## config.mk

```make
export PLATFORM = sky130hd
export DESIGN_NAME = addressable_led_bit_serializer
export DESIGN_NICKNAME = d
export VERILOG_FILES = /design/src/rtl/core/aled_pkg.sv /design/src/rtl/core/aled_ram.sv /design/src/rtl/core/addressable_led_bit_serializer.sv
export SDC_FILE = /design/constraint.sdc
export NUM_CORES = 2
export LEC_CHECK = 0
export BUFFER_PORTS_ARGS = -buffer_cell sky130_fd_sc_hd__buf_2
export CAP_MARGIN = 15
export CORE_ASPECT_RATIO = 1.5
export CORE_UTILIZATION = 50
export CTS_CLUSTER_DIAMETER = 150
export CTS_CLUSTER_SIZE = 30
export DETAILED_ROUTE_END_ITERATION = 8
export PLACE_DENSITY = 0.65
export SETUP_SLACK_MARGIN = 0.02
export SLEW_MARGIN = 15
export SYNTH_ARGS = -nofsm -noshare
export SYNTH_HDL_FRONTEND = slang
export SYNTH_HIERARCHICAL = 1
export SYNTH_SLANG_ARGS = --single-unit
```

## constraint.sdc

```tcl
create_clock -name clock -period 14.6 [get_ports clock]
set_clock_uncertainty 0.05 [all_clocks]
set_input_delay 2.92 -clock clock [delete_from_list [all_inputs] [get_ports clock]]
set_output_delay 2.92 -clock clock [all_outputs]
set_load 0.02 [all_outputs]
```

## src/rtl/core/aled_pkg.sv

```systemverilog
// Shared types and constants of the addressable LED bit serializer.
package aled_pkg;

   localparam int BITS_PER_LED = 24;
   localparam int BIT_W        = 5;
   localparam int TICK_W       = 16;
   localparam int HIGH_W       = 8;
   localparam int CSR_IDX_W    = 2;
   localparam int CSR_DATA_W   = 16;

   localparam logic [BITS_PER_LED-1:0] COLOR_RESET      = 24'h00A000;
   localparam logic [BIT_W-1:0]        BIT_FIRST        = 5'd23;
   localparam logic [TICK_W-1:0]       PERIOD_RESET     = 16'd89;
   localparam logic [HIGH_W-1:0]       HIGH_ONE_RESET   = 8'd71;
   localparam logic [HIGH_W-1:0]       HIGH_ZERO_RESET  = 8'd17;
   localparam logic [HIGH_W-1:0]       RESET_SLOTS_INIT = 8'd50;

   typedef enum logic [CSR_IDX_W-1:0] {
      CSR_PERIOD      = 2'd0,
      CSR_HIGH_ONE    = 2'd1,
      CSR_HIGH_ZERO   = 2'd2,
      CSR_RESET_SLOTS = 2'd3
   } csr_index_type;

endpackage

```

## src/rtl/core/aled_ram.sv

```systemverilog
// Generic single-clock RAM with one write port and one registered read port.
module aled_ram #(
   parameter int WIDTH = 24,
   parameter int DEPTH = 64,
   localparam int AW = (DEPTH > 1) ? $clog2(DEPTH) : 1
) (
   input  logic             clock,
   input  logic             wr_en,
   input  logic [AW-1:0]    wr_addr,
   input  logic [WIDTH-1:0] wr_data,
   input  logic             rd_en,
   input  logic [AW-1:0]    rd_addr,
   output logic [WIDTH-1:0] rd_data
);

   logic [WIDTH-1:0] mem [DEPTH];
   logic [WIDTH-1:0] rd_data_ff;

   always_ff @(posedge clock) begin
      if (wr_en) begin
         mem[wr_addr] <= wr_data;
      end
      if (rd_en) begin
         rd_data_ff <= mem[rd_addr];
      end
   end

   assign rd_data = rd_data_ff;

endmodule

```

## src/rtl/core/addressable_led_bit_serializer.sv

```systemverilog
// Top level of the addressable LED bit serializer.
//
// Every item on the req_ channel is one tick of the line waveform; with
// req_cmd high it also writes req_color into LED req_led_index (indexes at
// or above LED_TOTAL are dropped). Each item gives exactly one rsp_ item
// with the line level, slot start and frame start flags of that tick. A
// write takes effect from the next item on.
// An accepted item passes the color RAM read issued at acceptance and the
// read stage registers, then the output register, before it shows on
// rsp_; throughput is one item per cycle while rsp_stall stays low.
// The csr_ channel writes period_ticks, high_ticks_one, high_ticks_zero
// and reset_slots by index; csr_ready is always high. Write it only while
// no item is in flight.
// Reset returns the tick and slot counters to zero, the registers to their
// defaults, and every LED color to 0x00A000 through per-LED valid bits.
// When rsp_stall holds, the output item holds, one more item waits in the
// read stage, and then req_stall rises.
module addressable_led_bit_serializer
   import aled_pkg::*;
#(
   parameter int LED_TOTAL = 64
) (
   input  logic                  clock,
   input  logic                  reset,
   input  logic                  req_valid,
   output logic                  req_stall,
   input  logic                  req_cmd,
   input  logic [5:0]            req_led_index,
   input  logic [23:0]           req_color,
   output logic                  rsp_valid,
   input  logic                  rsp_stall,
   output logic                  rsp_line_level,
   output logic                  rsp_slot_start,
   output logic                  rsp_frame_start,
   input  logic                  csr_valid,
   output logic                  csr_ready,
   input  logic [CSR_IDX_W-1:0]  csr_index,
   input  logic [CSR_DATA_W-1:0] csr_data
);

   localparam int AW        = (LED_TOTAL > 1) ? $clog2(LED_TOTAL) : 1;
   localparam int LED_W     = $clog2(LED_TOTAL + 1);
   localparam int DATA_SLOTS = LED_TOTAL * BITS_PER_LED;
   localparam int SLOT_W    = $clog2(DATA_SLOTS + 257);
   localparam int IDX_W     = (LED_W > 6) ? LED_W : 7;

   logic [TICK_W-1:0] period_ff;
   logic [HIGH_W-1:0] high_one_ff;
   logic [HIGH_W-1:0] high_zero_ff;
   logic [HIGH_W-1:0] reset_slots_ff;

   logic [TICK_W-1:0] tick_ff,  tick_in;
   logic [SLOT_W-1:0] slot_ff,  slot_in;
   logic [LED_W-1:0]  led_ff,   led_in;
   logic [BIT_W-1:0]  bit_ff,   bit_in;

   logic [LED_TOTAL-1:0] known_ff;

   logic              stage_valid_ff;
   logic [TICK_W-1:0] stage_tick_ff;
   logic [BIT_W-1:0]  stage_bit_ff;
   logic              stage_data_ff;
   logic              stage_known_ff;
   logic              stage_slot_start_ff;
   logic              stage_frame_start_ff;

   logic rsp_valid_ff;
   logic line_level_ff;
   logic slot_start_ff;
   logic frame_start_ff;

   logic                    accept;
   logic                    move_stage;
   logic                    out_free;
   logic                    wr_en;
   logic                    data_slot;
   logic                    slot_wrap;
   logic [SLOT_W-1:0]       frame_slots;
   logic [SLOT_W-1:0]       slot_next;
   logic [HIGH_W-1:0]       reset_slots_eff;
   logic [BITS_PER_LED-1:0] ram_color;
   logic [BITS_PER_LED-1:0] color_word;
   logic [HIGH_W-1:0]       high_time;
   logic                    line_level;

   assign csr_ready = 1'b1;

   always_ff @(posedge clock) begin
      if (reset) begin
         period_ff      <= PERIOD_RESET;
         high_one_ff    <= HIGH_ONE_RESET;
         high_zero_ff   <= HIGH_ZERO_RESET;
         reset_slots_ff <= RESET_SLOTS_INIT;
      end else if (csr_valid && csr_ready) begin
         unique case (csr_index_type'(csr_index))
            CSR_PERIOD:      period_ff      <= csr_data;
            CSR_HIGH_ONE:    high_one_ff    <= csr_data[HIGH_W-1:0];
            CSR_HIGH_ZERO:   high_zero_ff   <= csr_data[HIGH_W-1:0];
            CSR_RESET_SLOTS: reset_slots_ff <= csr_data[HIGH_W-1:0];
         endcase
      end
   end

   assign out_free   = !rsp_valid_ff || !rsp_stall;
   assign move_stage = stage_valid_ff && out_free;
   assign req_stall  = stage_valid_ff && !move_stage;
   assign accept     = req_valid && !req_stall;

   assign wr_en = accept && req_cmd && (IDX_W'(req_led_index) < IDX_W'(LED_TOTAL));

   assign data_slot = (slot_ff != '0) && (slot_ff <= SLOT_W'(DATA_SLOTS));

   always_comb begin
      reset_slots_eff = (reset_slots_ff == '0) ? HIGH_W'(1) : reset_slots_ff;
      frame_slots     = SLOT_W'(DATA_SLOTS) + SLOT_W'(reset_slots_eff);
      slot_next       = slot_ff + SLOT_W'(1);
      slot_wrap       = slot_next >= frame_slots;
      tick_in = tick_ff;
      slot_in = slot_ff;
      led_in  = led_ff;
      bit_in  = bit_ff;
      if (tick_ff >= period_ff) begin
         tick_in = '0;
         if (slot_wrap) begin
            slot_in = '0;
            led_in  = '0;
            bit_in  = BIT_FIRST;
         end else begin
            slot_in = slot_next;
            if (slot_ff != '0) begin
               if (bit_ff == '0) begin
                  bit_in = BIT_FIRST;
                  if (led_ff != LED_W'(LED_TOTAL)) begin
                     led_in = led_ff + LED_W'(1);
                  end
               end else begin
                  bit_in = bit_ff - BIT_W'(1);
               end
            end
         end
      end else begin
         tick_in = tick_ff + TICK_W'(1);
      end
   end

   always_ff @(posedge clock) begin
      if (reset) begin
         tick_ff  <= '0;
         slot_ff  <= '0;
         led_ff   <= '0;
         bit_ff   <= BIT_FIRST;
         known_ff <= '0;
      end else if (accept) begin
         tick_ff <= tick_in;
         slot_ff <= slot_in;
         led_ff  <= led_in;
         bit_ff  <= bit_in;
         if (wr_en) begin
            known_ff[AW'(req_led_index)] <= 1'b1;
         end
      end
   end

   aled_ram #(
      .WIDTH (BITS_PER_LED),
      .DEPTH (LED_TOTAL)
   ) u_color_ram (
      .clock   (clock),
      .wr_en   (wr_en),
      .wr_addr (AW'(req_led_index)),
      .wr_data (req_color),
      .rd_en   (accept),
      .rd_addr (AW'(led_ff)),
      .rd_data (ram_color)
   );

   always_ff @(posedge clock) begin
      if (reset) begin
         stage_valid_ff <= 1'b0;
      end else if (accept) begin
         stage_valid_ff <= 1'b1;
      end else if (move_stage) begin
         stage_valid_ff <= 1'b0;
      end
   end

   always_ff @(posedge clock) begin
      if (accept) begin
         stage_tick_ff        <= tick_ff;
         stage_bit_ff         <= bit_ff;
         stage_data_ff        <= data_slot;
         stage_known_ff       <= data_slot ? known_ff[AW'(led_ff)] : 1'b0;
         stage_slot_start_ff  <= (tick_ff == '0);
         stage_frame_start_ff <= (tick_ff == '0) && (slot_ff == '0);
      end
   end

   always_comb begin
      color_word = stage_known_ff ? ram_color : COLOR_RESET;
      if (!stage_data_ff) begin
         high_time = '0;
      end else if (color_word[stage_bit_ff]) begin
         high_time = high_one_ff;
      end else begin
         high_time = high_zero_ff;
      end
      line_level = stage_tick_ff < TICK_W'(high_time);
   end

   always_ff @(posedge clock) begin
      if (reset) begin
         rsp_valid_ff <= 1'b0;
      end else if (out_free) begin
         rsp_valid_ff <= stage_valid_ff;
      end
   end

   always_ff @(posedge clock) begin
      if (move_stage) begin
         line_level_ff  <= line_level;
         slot_start_ff  <= stage_slot_start_ff;
         frame_start_ff <= stage_frame_start_ff;
      end
   end

   assign rsp_valid       = rsp_valid_ff;
   assign rsp_line_level  = line_level_ff;
   assign rsp_slot_start  = slot_start_ff;
   assign rsp_frame_start = frame_start_ff;

endmodule

```

# Yosys cells after proc, flatten, opt, wreduce, memory -nomap -nowiden
# Memories as Yosys holds them, arrays and structs flattened. A register that Yosys moved wholly into a read port is not among the register bits.
# Index checks and enable logic that the tools add are counted.
# word_totals
regBits,173
latchBits,0
ram_bits,1536
mem_bits_ro,0
in_bits,54
out_inout_bits,6
word_cells,92
mem_count,1
# op_classes
n_addsub,5
mul,0
div,0
order_cmp,8
n_eq_ne,4
n_shift,0
n_mux,23
bitwise_logic,1
reduce_logical,30
# mem_list
memory,depth,width,rd,rd_ports_with_merged_regs,wr,line,source
u_color_ram.mem,64,24,1,1,1,aled_ram.sv:16,logic [WIDTH-1:0] mem [DEPTH];
# op_table
op,n
$or 64x64->64,1
$mux 7,4
$mux 24,1
$mux 8,3
$add 16x1->16 const B,1
$ge 16x16->1,1
$logic_not 16->1,1
$lt 16x8->1,1
$mux 16,1
$mux 5,3
$lt 6x7->1 const B,2
$reduce_and 2->1,6
$add 10x9->11 const A,1
$add 11x1->11 const B,1
$ge 11x11->1,1
$le 11x11->1 const B,1
$logic_not 11->1,1
$mux 11,1
$reduce_bool 11->1,1
$logic_not 8->1,1
$reduce_bool 2->1,4
$add 7x1->7 const B,1
$logic_and 1x1->1,7
$mux 1,7
15 further kinds,19

# Logic depth before layout (Yosys ltp)
# depth
depth_word,10
ltp_mapped,13
ltp_nobuf,12

# Cells and area by module
# The synthesis kept the hierarchy.
# modules_own_cells
module,instances,cells_each,area_each_um2,seq_area_each_um2
aled_ram,1,2610,59535.8,46844.9
addressable_led_bit_serializer,1,845,8020.2,3743.6

# Least setup slack after synthesis
# OpenSTA, ideal clock, no wires.
# synth_timing
path_kind,input to register
start,in rsp_stall
end,"mem u_color_ram.mem[48][0], enable pin"
setup_time_ns,0.435
t_arrival_ns,6.365
required_ns,14.115
slack_ns,7.750
cell_stages,8
path_buffers,0
path_cell_list,nand3_1 > nand2_1 > clkinv_1 > nand2_1 > inv_1 > nor2b_1 > nand4b_1 > nor3_1
# synth_via
elab_chain_len,10
# synth_lines
element,line,source
from (decl),addressable_led_bit_serializer.sv:31,"input logic rsp_stall,"
$logic_not 1->1,addressable_led_bit_serializer.sv:104,assign out_free = !rsp_valid_ff || !rsp_stall;
$logic_or 1x1->1,addressable_led_bit_serializer.sv:104,
$logic_and 1x1->1,addressable_led_bit_serializer.sv:105,assign move_stage = stage_valid_ff && out_free;
$logic_not 1->1,addressable_led_bit_serializer.sv:106,assign req_stall = stage_valid_ff && !move_stage;
$logic_and 1x1->1,addressable_led_bit_serializer.sv:106,
$logic_not 1->1,addressable_led_bit_serializer.sv:107,assign accept = req_valid && !req_stall;
$logic_and 1x1->1,addressable_led_bit_serializer.sv:107,
named net accept,addressable_led_bit_serializer.sv:72,logic accept;
$logic_and 1x1->1,addressable_led_bit_serializer.sv:109,assign wr_en = accept && req_cmd && (IDX_W'(req_led_index) < IDX_W'(LED_TOTAL));
named net wr_en,addressable_led_bit_serializer.sv:75,logic wr_en;
$mux 1,aled_ram.sv:20,if (wr_en) begin
$mux 1 (implied by the code),aled_ram.sv:21,mem[wr_addr] <= wr_data;
to (decl),aled_ram.sv:16,
# The timed path passes the listed nets, and every way through them passes these cells.

# Worst setup path after layout
# layout_timing
start,in rsp_stall
end,"mem u_color_ram.mem[6][13], enable pin"
# Same word-level chain as after synthesis.

==> summary.md <==
| Metric | Value |
|---|---|
| Status | `completed` |
| Highest net fanout along the worst path | `57` |
| Sw Ratio | `0.202` |
| NetSw | `about 1.6 mW` |
| Comb pwr share | `0.023` |
| Via Count | `between 30000 and 40000` |
| Commonest non-fill, non-tap cell in the layout | `edfxtp_1` |
| GRT Overall Usage | `0.246` |
| Simple-Gate Fraction of Synth Area | `0.0348` |
| # DRC | `0` |
| FF/Latch Area | `50600 µm²` |
| Final Critical Period | `6.49 ns` |
| CP startpoint | `rsp_stall` |
| Initial antenna violation count | `4` |
| Drt first-iter violations | `approximately 3800` |
| Area of the die | `around 140000 µm²` |
| Mapped cell area | `67600 µm²` |
| Final Hold Fails | `0` |
| H-tree levels | `3` |
| DRT antenna net count | `0` |
| Post-detail-place hpwl | `slightly above 100 mm` |
| Cell taking the most area after synthesis | `edfxtp_1` |
| Synth cell types | `73` |
| Req. time, crit path | `between 10 and 15 ns` |
| Global-route wire length before repair | `roughly 240 mm` |
| CTS clk-pin slew, worst paths | `between 0.1 and 0.15 ns` |
| CTS tree | `yes` |
| Worst slew margin | `0.255` |
| Final Power | `around 7.9 mW` |
| Height of the die | `between 400 and 500 µm` |
| Post-synth EDFFs | `around 1600` |
| Clock share of power | `0.293` |
| Syn_nets | `between 3000 and 4000` |
| Synthesis-to-layout area growth | `6.68%` |
| Final worst slack | `slightly above 8 ns` |
| Fin crit share | `0.444` |
| Final wirelength | `approximately 170 mm` |
| Nets | `3597` |
| Sequential share of power | `0.685` |
| Pins Over Slew Limit | `0` |
| Hold Path Class | `flip-flop to flip-flop` |
| Unrepaired setup endpoints after global routing | `false` |
| Layout fillers | `slightly above 10000` |
| I/O pin count | `60` |
| Syn. warnings | `6` |
| Initial Util | `0.506` |
| Top-area cell type share of the netlist area | `0.706` |
| Post-synthesis cell count | `between 3000 and 4000` |
| Std-Cell Rows | `roughly 160` |
| Share of synthesized registers carrying an async set or reset | `0` |
| Resized cells post-CTS | `0` |
| Yosys reg bits | `about 1700` |
| Largest net degree at the start of global routing | `about 120` |
| Post-route core utilization | `0.540` |
| Worst slew pin tran | `1.11 ns` |
| HP Start | `stage_frame_start_ff$_DFFE_PP_` |
| Setup Fix Bufs, Post-CTS | `0` |
| Die Wd | `between 300 and 400 µm` |
| Gr ovfl total | `0` |
| Post-Layout Cell Count | `between 5000 and 6000` |
| Post-synthesis mux area share | `0.153` |
| Port bufs | `58` |
| LEAKAGE | `21.6 nW` |
| Top FF cell, synth | `edfxtp_1` |
| Share of layout cells above drive strength 1 | `0.218` |
| Post-Synth XOR/XNOR Area | `0.00311` |
| Pre-CTS setup slack | `between 7 and 8 ns` |
| Placed insts | `5178` |
| Largest family of logic cells by synthesized area | `multiplexers` |
| Hold slack | `around 0.39 ns` |
| PD cells | `110 nW/µm²` |
| Vias per cell | `~6.3` |
| Gpl congestion | `0.925` |
| Number of global-route vias before repair | `between 30000 and 40000` |
| TritonRoute pass-1 iters | `6` |
| Most frequent cells in the layout | `edfxtp_1, mux4_2, dfxtp_1` |
| Clock sink total | `between 1500 and 2000` |
| Max VDD drop | `0.0860 mV` |
| Adder-Cell Fraction of Synth Area | `0.00704` |
| TritonCTS Buffers | `67` |
| Worst-Skew Late Latency | `roughly 0.73 ns` |
| Final TNS setup | `0 ns` |
| Design Area, Final | `roughly 72000 µm²` |
| Mapped Avg Cell Area | `19.6 µm²` |
| Crit end category | `flip-flop` |
| CP Data Arrival Time | `between 6 and 7 ns` |
| Int Pwr | `between 6 and 7 mW` |
| Sequential share of the synthesized area | `0.749` |
| Clk root buf | `clkbuf_16` |
| Max_cap viols | `0` |
| Clock buffer depth | `3` |
| Multi-input gate area | `roughly 16000 µm²` |
| Crit Reg-Reg Startpoint | `led_ff[0]$_SDFFE_PP0P_` |
| Synth Area in Compound Gates | `0.0367` |
| Peak Freq | `154 MHz` |
| Core Footprint | `about 130000 µm²` |
| Routed len/inst | `~32 µm` |
| Crit Path Class | `input port to flip-flop` |
| # hold bufs at CTS | `0` |
| Area post-placement | `70100 µm²` |
| Setup Viol. Count Final | `0` |
| Worst Setup Start Kind | `input port` |
| Synth area leaders | `edfxtp_1, mux4_2, dfxtp_1` |
-- area by class of cell --
| cell class | instances | share of cell area |
|---|---|---|
| flip-flops and latches | 1733 | 0.702 |
| clock inverters | 8 | 0.00179 |
| multi-input cells | 1496 | 0.222 |
| repair buffers | 167 | 0.0164 |
| inverters | 40 | 0.00208 |
| clock buffers | 96 | 0.0248 |
| well taps | 1743 | 0.0303 |
| diodes | 2 | 0.0000694 |
-- metal layers --
metal  GRT usage  part of all wire
met2       0.434              0.53
met3      0.0234             0.053
met5           0                 0
met1       0.301              0.36
met4       0.122             0.055
-- sequential cells by signal, summed over array words and instances, names as in the netlist, 5 cells and up --
name                 count
period_ff               16
stage_tick_ff           16
high_zero_ff             8
stage_bit_ff             5
reset_slots_ff           8
u_color_ram/rd_data     24
led_ff                   7
tick_ff                 16
known_ff                64
bit_ff                   5
u_color_ram/mem       1536
high_one_ff              8
slot_ff                 11
-- cells in the mapped netlist (51+ instances only) --
master,number
a221oi_1,52
nand2_1,134
clkbuf_1,73
mux2i_1,106
nor2_1,189
mux2_2,62
a21oi_1,124
dfxtp_1,145
o22ai_1,53
mux4_2,381
buf_2,51
edfxtp_1,1588
-- path summary, 6_finish.rpt --
kind	end	slack [ns]	cells past startpoint
worst min register to register	rsp_frame_start$_DFFE_PP_	0.39	0
worst max register to register	u_color_ram/rd_data[4]$_DFFE_PP_	9.73	7
worst min-delay path	rsp_frame_start$_DFFE_PP_	0.39	0
worst max-delay path	u_color_ram/mem[6][13]$_DFFE_PP_	8.11	11
-- power by group through the flow --
| stage | combinational, mW | clock [mW] | sequential [mW] |
|---|---|---|---|
| floorplan | 0.0505 | 0 | 5.55 |
| detailed placement | 0.185 | 0 | 5.56 |
| finish | 0.180 | 2.33 | 5.44 |
| CTS | 0.184 | 2.38 | 5.44 |
| global placement | 0.179 | 0 | 5.55 |
| global route | 0.192 | 2.52 | 5.45 |
-- critical path: stages --
cell and delay [ns]:
buf_2 0.11, nand3_1 0.09, nand2_1 0.12, inv_2 0.06, buf_4 0.66, nand2_1 0.35, inv_1 0.37, nor2b_1 0.29
nand3_1 0.78, nor2_2 0.66, buf_4 0.37
-- cell families (layout without fill, tap and decap cells) --
group	count (synthesis)	count (layout)
other	1	3
and+or+nand+nor	504	504
DFF	1733	1733
muxes	549	549
adders and majority gates	38	38
AOI/OAI and AO/OA	380	380
buffers and inverters	226	311
xor gates and xnor gates	24	24
Note: power is estimated with default switching activity, not from simulation.
